`src/hw/rtl/arpc_pkg.sv`:
```
package arpc_pkg;

  // Table geometry and field widths.
  localparam int ENTRIES  = 16;
  localparam int TAG_BITS = 8;
  localparam int IDX_W    = $clog2(ENTRIES);
  localparam int IP_W     = 32;
  localparam int MAC_W    = 48;
  localparam int STAMP_W  = 32;
  localparam int ST_W     = 2;

  // Depth of the command queue between the front and the back.
  localparam int QDEPTH = 2;
  localparam int QPTR_W = (QDEPTH > 1) ? $clog2(QDEPTH) : 1;

  // Entry state codes. Code 3 is reserved but is stored as written.
  localparam logic [ST_W-1:0] ENTRY_FREE     = 2'd0;
  localparam logic [ST_W-1:0] ENTRY_PENDING  = 2'd1;
  localparam logic [ST_W-1:0] ENTRY_RESOLVED = 2'd2;

  // Operation codes carried on the func field.
  localparam logic FUNC_SET    = 1'b0;
  localparam logic FUNC_LOOKUP = 1'b1;

  // One classified command as it travels through the queue.
  typedef struct packed {
    logic                lookup;
    logic [IP_W-1:0]     ip;
    logic [MAC_W-1:0]    mac;
    logic [ST_W-1:0]     nst;
    logic                hw;
    logic [TAG_BITS-1:0] tag;
  } cmd_t;

endpackage

```
`src/hw/rtl/arp_cache_table_top.sv`:
```
// Address resolution cache: sixteen IPv4 to MAC mappings with least recently
// written replacement and waiter wake-up.
//
// The input channel (in_valid, in_ready) carries one command word: func
// selects a set or a lookup. The output channel (out_valid, out_ready)
// returns exactly one result word for every command, in order.
//
// A front end classifies each accepted word and places it in a two-entry
// queue, so the block keeps taking words while the back end is busy or a
// result waits to be taken. The back end walks the table one entry a cycle
// through a single read port. A set stops at the first free or matching
// entry, otherwise it walks all sixteen to find the oldest; a lookup stops
// at the first valid match. The back end takes the next word from the
// queue only after it has finished the scan and committed the result of
// the last one.
//
// Reset marks every entry invalid and clears the use counter and the queue.
// When the receiver stalls, the result holds in the output register, the
// back end waits before committing the next result, and the queue fills and
// then drops in_ready.
module arp_cache_table_top (
  input  logic                           clk,
  input  logic                           rst,
  input  logic                           in_valid,
  output logic                           in_ready,
  input  logic                           func,
  input  logic [arpc_pkg::IP_W-1:0]      ip_addr,
  input  logic [arpc_pkg::MAC_W-1:0]     mac_in,
  input  logic [arpc_pkg::ST_W-1:0]      new_state,
  input  logic                           has_waiter,
  input  logic [arpc_pkg::TAG_BITS-1:0]  waiter_tag,
  output logic                           out_valid,
  input  logic                           out_ready,
  output logic                           hit,
  output logic [arpc_pkg::MAC_W-1:0]     mac_out,
  output logic [arpc_pkg::IDX_W-1:0]     slot,
  output logic                           wake_valid,
  output logic [arpc_pkg::TAG_BITS-1:0]  wake_tag
);

  // Classified command word between the queue and the table engine.
  logic           cmd_valid;
  logic           cmd_ready;
  arpc_pkg::cmd_t cmd;

  arpc_front u_front (
    .clk        (clk),
    .rst        (rst),
    .in_valid   (in_valid),
    .in_ready   (in_ready),
    .func       (func),
    .ip_addr    (ip_addr),
    .mac_in     (mac_in),
    .new_state  (new_state),
    .has_waiter (has_waiter),
    .waiter_tag (waiter_tag),
    .cmd_valid  (cmd_valid),
    .cmd_ready  (cmd_ready),
    .cmd        (cmd)
  );

  // The table engine owns the entries and the output register.
  arpc_back u_back (
    .clk        (clk),
    .rst        (rst),
    .cmd_valid  (cmd_valid),
    .cmd_ready  (cmd_ready),
    .cmd        (cmd),
    .out_valid  (out_valid),
    .out_ready  (out_ready),
    .hit        (hit),
    .mac_out    (mac_out),
    .slot       (slot),
    .wake_valid (wake_valid),
    .wake_tag   (wake_tag)
  );

endmodule

```
`src/hw/rtl/arpc_front.sv`:
```
module arpc_front (
  input  logic                           clk,
  input  logic                           rst,
  input  logic                           in_valid,
  output logic                           in_ready,
  input  logic                           func,
  input  logic [arpc_pkg::IP_W-1:0]      ip_addr,
  input  logic [arpc_pkg::MAC_W-1:0]     mac_in,
  input  logic [arpc_pkg::ST_W-1:0]      new_state,
  input  logic                           has_waiter,
  input  logic [arpc_pkg::TAG_BITS-1:0]  waiter_tag,
  output logic                           cmd_valid,
  input  logic                           cmd_ready,
  output arpc_pkg::cmd_t                 cmd
);

  arpc_pkg::cmd_t                    q_mem [arpc_pkg::QDEPTH];
  logic [arpc_pkg::QPTR_W-1:0]       wr_ptr;
  logic [arpc_pkg::QPTR_W-1:0]       rd_ptr;
  logic [arpc_pkg::QPTR_W:0]         count;
  arpc_pkg::cmd_t                    new_cmd;
  logic                              push;
  logic                              pop;

  // Classify the incoming word and pack it for the back end.
  always_comb begin
    new_cmd.lookup = (func == arpc_pkg::FUNC_LOOKUP);
    new_cmd.ip     = ip_addr;
    new_cmd.mac    = mac_in;
    new_cmd.nst    = new_state;
    new_cmd.hw     = has_waiter;
    new_cmd.tag    = waiter_tag;
  end

  assign in_ready  = (count != (arpc_pkg::QPTR_W + 1)'(arpc_pkg::QDEPTH));
  assign cmd_valid = (count != '0);
  assign cmd       = q_mem[rd_ptr];
  assign push      = in_valid && in_ready;
  assign pop       = cmd_valid && cmd_ready;

  always_ff @(posedge clk) begin
    if (rst) begin
      wr_ptr <= '0;
      rd_ptr <= '0;
      count  <= '0;
    end else begin
      if (push) begin
        wr_ptr <= (wr_ptr == arpc_pkg::QPTR_W'(arpc_pkg::QDEPTH - 1)) ? '0 : wr_ptr + 1'b1;
      end
      if (pop) begin
        rd_ptr <= (rd_ptr == arpc_pkg::QPTR_W'(arpc_pkg::QDEPTH - 1)) ? '0 : rd_ptr + 1'b1;
      end
      if (push && !pop) begin
        count <= count + 1'b1;
      end else if (pop && !push) begin
        count <= count - 1'b1;
      end
    end
  end

  always_ff @(posedge clk) begin
    if (push) begin
      q_mem[wr_ptr] <= new_cmd;
    end
  end

endmodule

```
`src/hw/rtl/arpc_back.sv`:
```
module arpc_back (
  input  logic                           clk,
  input  logic                           rst,
  input  logic                           cmd_valid,
  output logic                           cmd_ready,
  input  arpc_pkg::cmd_t                 cmd,
  output logic                           out_valid,
  input  logic                           out_ready,
  output logic                           hit,
  output logic [arpc_pkg::MAC_W-1:0]     mac_out,
  output logic [arpc_pkg::IDX_W-1:0]     slot,
  output logic                           wake_valid,
  output logic [arpc_pkg::TAG_BITS-1:0]  wake_tag
);

  typedef enum logic [2:0] {
    S_IDLE = 3'b001,
    S_SCAN = 3'b010,
    S_FIN  = 3'b100
  } bstate_t;

  bstate_t                          state;
  arpc_pkg::cmd_t                   cur;
  logic [arpc_pkg::STAMP_W-1:0]     use_counter;
  logic [arpc_pkg::STAMP_W-1:0]     now;
  logic [arpc_pkg::IDX_W-1:0]       idx;

  // Candidate entry gathered during the scan.
  logic [arpc_pkg::IDX_W-1:0]       pick_idx;
  logic                             pick_found;
  logic [arpc_pkg::MAC_W-1:0]       pick_mac;
  logic [arpc_pkg::ST_W-1:0]        pick_state;
  logic                             pick_hw;
  logic [arpc_pkg::TAG_BITS-1:0]    pick_tag;
  logic [arpc_pkg::STAMP_W-1:0]     oldest;

  // The table itself. Only the state array is cleared by reset.
  logic [arpc_pkg::ST_W-1:0]        ent_state [arpc_pkg::ENTRIES];
  logic [arpc_pkg::IP_W-1:0]        ent_ip    [arpc_pkg::ENTRIES];
  logic [arpc_pkg::MAC_W-1:0]       ent_mac   [arpc_pkg::ENTRIES];
  logic [arpc_pkg::STAMP_W-1:0]     ent_stamp [arpc_pkg::ENTRIES];
  logic                             ent_hw    [arpc_pkg::ENTRIES];
  logic [arpc_pkg::TAG_BITS-1:0]    ent_tag   [arpc_pkg::ENTRIES];

  logic [arpc_pkg::ST_W-1:0]        rd_state;
  logic [arpc_pkg::STAMP_W-1:0]     age;
  logic                             ip_eq;
  logic                             lk_match;
  logic                             set_free;
  logic                             last;
  logic                             scan_done;
  logic                             out_free;
  logic                             wake;

  assign rd_state  = ent_state[idx];
  assign ip_eq     = (ent_ip[idx] == cur.ip);
  assign age       = now - ent_stamp[idx];
  assign lk_match  = (rd_state == arpc_pkg::ENTRY_RESOLVED) && ip_eq;
  assign set_free  = (rd_state == arpc_pkg::ENTRY_FREE) || ip_eq;
  assign last      = (idx == arpc_pkg::IDX_W'(arpc_pkg::ENTRIES - 1));
  assign scan_done = cur.lookup ? (lk_match || last) : (set_free || last);
  assign out_free  = !out_valid || out_ready;
  assign cmd_ready = (state == S_IDLE);
  assign wake      = (pick_state == arpc_pkg::ENTRY_PENDING) && pick_hw &&
                     (cur.nst == arpc_pkg::ENTRY_RESOLVED);

  always_ff @(posedge clk) begin
    if (rst) begin
      state       <= S_IDLE;
      use_counter <= '0;
      out_valid   <= 1'b0;
      for (int i = 0; i < arpc_pkg::ENTRIES; i++) begin
        ent_state[i] <= arpc_pkg::ENTRY_FREE;
      end
    end else begin
      // In the finishing state a taken result is replaced by the next one.
      if (out_valid && out_ready && (state != S_FIN)) begin
        out_valid <= 1'b0;
      end
      case (state)
        S_IDLE: begin
          if (cmd_valid) begin
            state <= S_SCAN;
            if (!cmd.lookup) begin
              use_counter <= use_counter + 1'b1;
            end
          end
        end
        S_SCAN: begin
          if (scan_done) begin
            state <= S_FIN;
          end
        end
        S_FIN: begin
          if (out_free) begin
            state     <= S_IDLE;
            out_valid <= 1'b1;
            if (!cur.lookup) begin
              ent_state[pick_idx] <= cur.nst;
            end
          end
        end
        default: begin
          state <= S_IDLE;
        end
      endcase
    end
  end

  always_ff @(posedge clk) begin
    case (state)
      S_IDLE: begin
        if (cmd_valid) begin
          cur        <= cmd;
          now        <= use_counter + 1'b1;
          idx        <= '0;
          pick_idx   <= '0;
          pick_found <= 1'b0;
        end
      end
      S_SCAN: begin
        idx <= idx + 1'b1;
        if (cur.lookup) begin
          if (lk_match) begin
            pick_found <= 1'b1;
            pick_idx   <= idx;
            pick_mac   <= ent_mac[idx];
          end
        end else if (set_free || (idx == '0) || (age > oldest)) begin
          // The first free or matching entry wins outright; otherwise the
          // strictly oldest entry so far, which keeps the lowest on a tie.
          pick_idx   <= idx;
          pick_state <= rd_state;
          pick_hw    <= ent_hw[idx];
          pick_tag   <= ent_tag[idx];
          oldest     <= age;
        end
      end
      S_FIN: begin
        if (out_free) begin
          if (cur.lookup) begin
            hit        <= pick_found;
            mac_out    <= pick_found ? pick_mac : '0;
            slot       <= pick_found ? pick_idx : '0;
            wake_valid <= 1'b0;
            wake_tag   <= '0;
          end else begin
            hit                 <= 1'b1;
            mac_out             <= '0;
            slot                <= pick_idx;
            wake_valid          <= wake;
            wake_tag            <= wake ? pick_tag : '0;
            ent_ip[pick_idx]    <= cur.ip;
            ent_mac[pick_idx]   <= cur.mac;
            ent_stamp[pick_idx] <= now;
            ent_hw[pick_idx]    <= cur.hw;
            ent_tag[pick_idx]   <= cur.tag;
          end
        end
      end
      default: begin
      end
    endcase
  end

endmodule

```
`config.mk`:
```
export PLATFORM = sky130hd
export DESIGN_NAME = arp_cache_table_top
export DESIGN_NICKNAME = d
export VERILOG_FILES = /design/src/hw/rtl/arpc_pkg.sv /design/src/hw/rtl/arp_cache_table_top.sv /design/src/hw/rtl/arpc_front.sv /design/src/hw/rtl/arpc_back.sv
export SDC_FILE = /design/constraint.sdc
export NUM_CORES = 2
export LEC_CHECK = 0
export ABC_AREA = 1
export BUFFER_PORTS_ARGS = -buffer_cell sky130_fd_sc_hd__clkbuf_2
export CORE_ASPECT_RATIO = 1.75
export CORE_MARGIN = 8
export CORE_UTILIZATION = 50
export CTS_CLUSTER_SIZE = 16
export DETAILED_ROUTE_END_ITERATION = 10
export PLACE_DENSITY = 0.66
export SYNTH_ARGS = -nofsm -noshare
export SYNTH_HDL_FRONTEND = slang
export SYNTH_SLANG_ARGS = --single-unit
```
`constraint.sdc`:
```
create_clock -name clk -period 29 [get_ports clk]
set_clock_uncertainty 0.1 [all_clocks]
set_input_delay 7.25 -clock clk [delete_from_list [all_inputs] [get_ports clk]]
set_output_delay 7.25 -clock clk [all_outputs]
set_load 0.05 [all_outputs]
```
==> results.md <==
- Status: completed
- Syn nets: 7703
- Most common library cells after synthesis: edfxtp_1 (2438), nor2_1 (1048), nand2_1 (1016)
- Mux share of post-synthesis cell area: 1.05%
- Initial antenna violation count: 4
- WL/cell: 24.2 microns
- Core area: 0.196 sq mm
- Most frequent cell after synthesis: edfxtp_1
- Leak: 0.0374 uW
- Die width: 352 microns
- Post-synth EDFFs: ~2400
- Setup_tns: 0 ps
- Register area share after synthesis: 75.2%
- Largest net degree at the start of global routing: ~220
- Clock sink total: roughly 2500
- Vias in the first global route: about 60000
- Cells after Synth: between 7000 and 8000
- Clock Tree Root: clkbuf_16
- Rel. slew slack: ~11%
- CP peak stage delay: approximately 940 ps
- Flop pwr share: 45.4%
- Initial DRT Pass Iterations: 5
- Main combinational cell family by area after synthesis: simple AND/OR/NAND/NOR gates
- CP Buf/Inv Count: 4
- Post-Synth Adder-Cell Area: 0.871%
- Clock Pin Slew Worst Setup and Hold Paths: ~70 ps
- Crit start category: input port
- Worst VDD drop: between 0.1 and 0.15 mV
- Critical Setup Path Class: in -> reg
- H-tree Lvls: 4
- Avg Vias per Cell: between 5 and 6
- Post-synthesis compound-gate area fraction: 8.44%
- Post-synth top area share: 74.3%
- Synth Area in Simple Gates: around a tenth
- Port Buffers: approximately 160
- Area delta synth->final: 9.89%
- Synth top area cells: edfxtp_1 (74%), o21ai_0 (4.1%), nor2_1 (4.0%), nand2_1 (3.9%), nand3_1 (2.2%)
- CTS tree: done
- Max stage delay cell, worst path: nor2_4
- P_sw: 4160 uW
- Placed Area: 0.102 sq mm
- I/O pin cnt: 160
- GRT overflow: 0
- Post-CTS Resized: 0
- Post-synth ARST share: 0%
- Combinational share of power: 30.2%
- Global Route Usage Sum: 22.9%
- Largest area contributor in the netlist: edfxtp_1
- Initial Util: 50.3%
- Total Wirelength: 250000 microns
- Total of max-cap violations: 0
- Register bit count reported by yosys: 2483
- Slew of the pin with the lowest slew margin: approximately 1300 ps
- Footprint of the multi-input gates: approximately 0.021 sq mm
- Setup crit end kind: flop
- Fill count: 15798
- RSZ-0062 raised after global routing: false
- Post-CTS Setup Bufs: 0
- Area of the die: 0.212 sq mm
- DIE HEIGHT: 603 microns
- CTS max path bufs: 4
- Placer congestion estimate: a little over 0.8
- Netlist cell types: between 40 and 50
- Final period util: 37.5%
- Share of layout cells above drive strength 1: under 10%
- Final Max Slew Viols: 0
- First-pass GRT wire length: between 300000 and 400000 microns
- Worst path required time: 29360 ps
- Post-route cell area: 0.108 sq mm
- Hold buffer count at cts: 0
- Std cell rows: 215
- HP Class: reg -> reg
- Final Power: 11300 uW
- Mapped cell area: 0.0986 sq mm
- Cell Pwr Density: roughly 100 mW/mm^2
- TritonCTS Buffers: 213
- Final setup viols: 0
- Top FF cell, synth: edfxtp_1
- Internal power: 7150 uW
- NumNets Final: between 7000 and 8000
- Vias: 60578
- CP arrival: ~11000 ps
- Max FO, Critical Path: 52
- Sequential cell area: approximately 0.074 sq mm
- Critical-path cell list: clkbuf_2 > nor2_1 > nor2_4 > nand2_1 > inv_1 > nand3_1 > nor2_4 > buf_4 > buf_4
- Synth Area in XOR/XNOR: 0.515%
- Fmax: 0.0920 GHz
- Share of power burned in the clock network: 24.3%
- Final Hold Viols: 0
- Worst-Skew Late Latency: 860 ps
- Sw Ratio: between 30% and 40%
- HP Start: u_front.rd_ptr
- 1st-iter DRT viols: 5806
- Critical path's top delay family: simple AND/OR/NAND/NOR gates
- Detail Route Antenna Nets: 0
- Min Clock Period, post-route: 10870 ps
- # DRC: 0
- Post-DP HPWL: 136000 microns
- Beginning of the critical path: out_ready
- Yosys warns: 0
- Register-to-register setup slack: 19060 ps
- Syn avg cell area: 13.1 sq um
routing by layer:
| metal | global-route usage (%) | part of all wire (%) | vias up |
|---|---|---|---|
| li1 | - | - | 27285 |
| met1 | 27.9 | 38 | 30320 |
| met2 | 40.9 | 52 | 2460 |
| met3 | 2.85 | 6.2 | 511 |
| met4 | 9.31 | 4.1 | 2 |
| met5 | 0 | 0.0080 | - |
power by group through the flow:
stage	clock network [uW]	logic (uW)	registers (uW)
3_3_place_gp	0	3350	5180
6_report	2750	3420	5140
4_1_cts	2790	3430	5130
2_1_floorplan	0	2390	4940
5_1_grt	2910	3800	5170
3_5_place_dp	0	3410	5210
layout by cell type (no fill, tap or decap), types with 5 or more instances in the layout:
cell	netlist	routed
a21oi_1	84	84
ha_1	67	67
buf_12	1	5
nor2_4	0	22
clkbuf_1	319	40
nor4_1	5	5
o21ai_1	30	30
clkinv_2	0	36
nand4_1	12	12
nand3b_1	11	11
bufinv_16	0	17
o22ai_1	184	184
mux2_2	91	91
o21ai_0	817	817
nand3_1	425	425
xor2_1	47	47
o221ai_1	184	184
buf_4	4	90
clkbuf_16	0	216
xnor2_1	11	11
diode_2	0	5
nor3_1	21	20
clkinv_1	1	44
clkinvlp_4	0	6
clkbuf_2	0	159
edfxtp_1	2438	2438
dfxtp_1	45	40
a31oi_1	11	11
o211ai_1	92	92
dfxtp_4	0	5
inv_1	435	431
a21boi_0	6	6
nand2_1	1016	1015
nor2_1	1048	1026
final cells by class:
| class | count | share of cell area (%) |
|---|---|---|
| flip-flops and latches | 2483 | 68.4 |
| multi-input cells | 4180 | 19.5 |
| clock buffers | 257 | 5.14 |
| well taps | 2604 | 3.01 |
| inverters | 443 | 1.57 |
| repair buffers | 254 | 1.45 |
| clock inverters | 108 | 0.891 |
| diodes | 5 | 0.0116 |
stage by stage:
stage                     hold WS [ps]  instances  utilization (%)  worst slack (ps)
after floorplan                    326       7539                -             12200
after global placement             328       9964             52.0             17210
after detailed placement           347       9964             52.0             17250
after CTS                          360      10329             55.3             18140
after global routing               400      10330             55.3             17960
final                              366      10334             55.3             18130
kinds of logic (layout without fill, tap and decap cells):
logic type               count (synthesis)  after routing
flip-flops                            2483           2483
AND/OR/NAND/NOR                       2542           2542
adder cells (fa/ha/maj)                 68             68
AO/OA/AOI/OAI                         1420           1420
multiplexers                            92             92
XOR/XNOR                                58             58
buffers and inverters                  876           1062
other                                    0              5
worst paths after layout:
check	cells past startpoint	endpoint
max	9	u_back.ent_mac[8][0]
min reg2reg	1	flop
max reg2reg	29	u_back.oldest[22]
min	1	flop
sequential cells by signal (all words and copies together), names as in the netlist, 8 cells and up, named ones only:
name / flops
u_back.pick_tag: 8
u_back.now: 32
u_back.ent_ip: 512
u_back.oldest: 32
u_back.mac_out: 48
u_back.wake_tag: 8
u_back.use_counter: 32
u_back.pick_mac: 48
u_back.ent_hw: 16
u_back.ent_mac: 768
u_front.q_mem: 184
u_back.ent_tag: 128
u_back.ent_stamp: 512
u_back.ent_state: 32
u_back.cur: 92
Note: power is estimated with default switching activity, not from simulation.
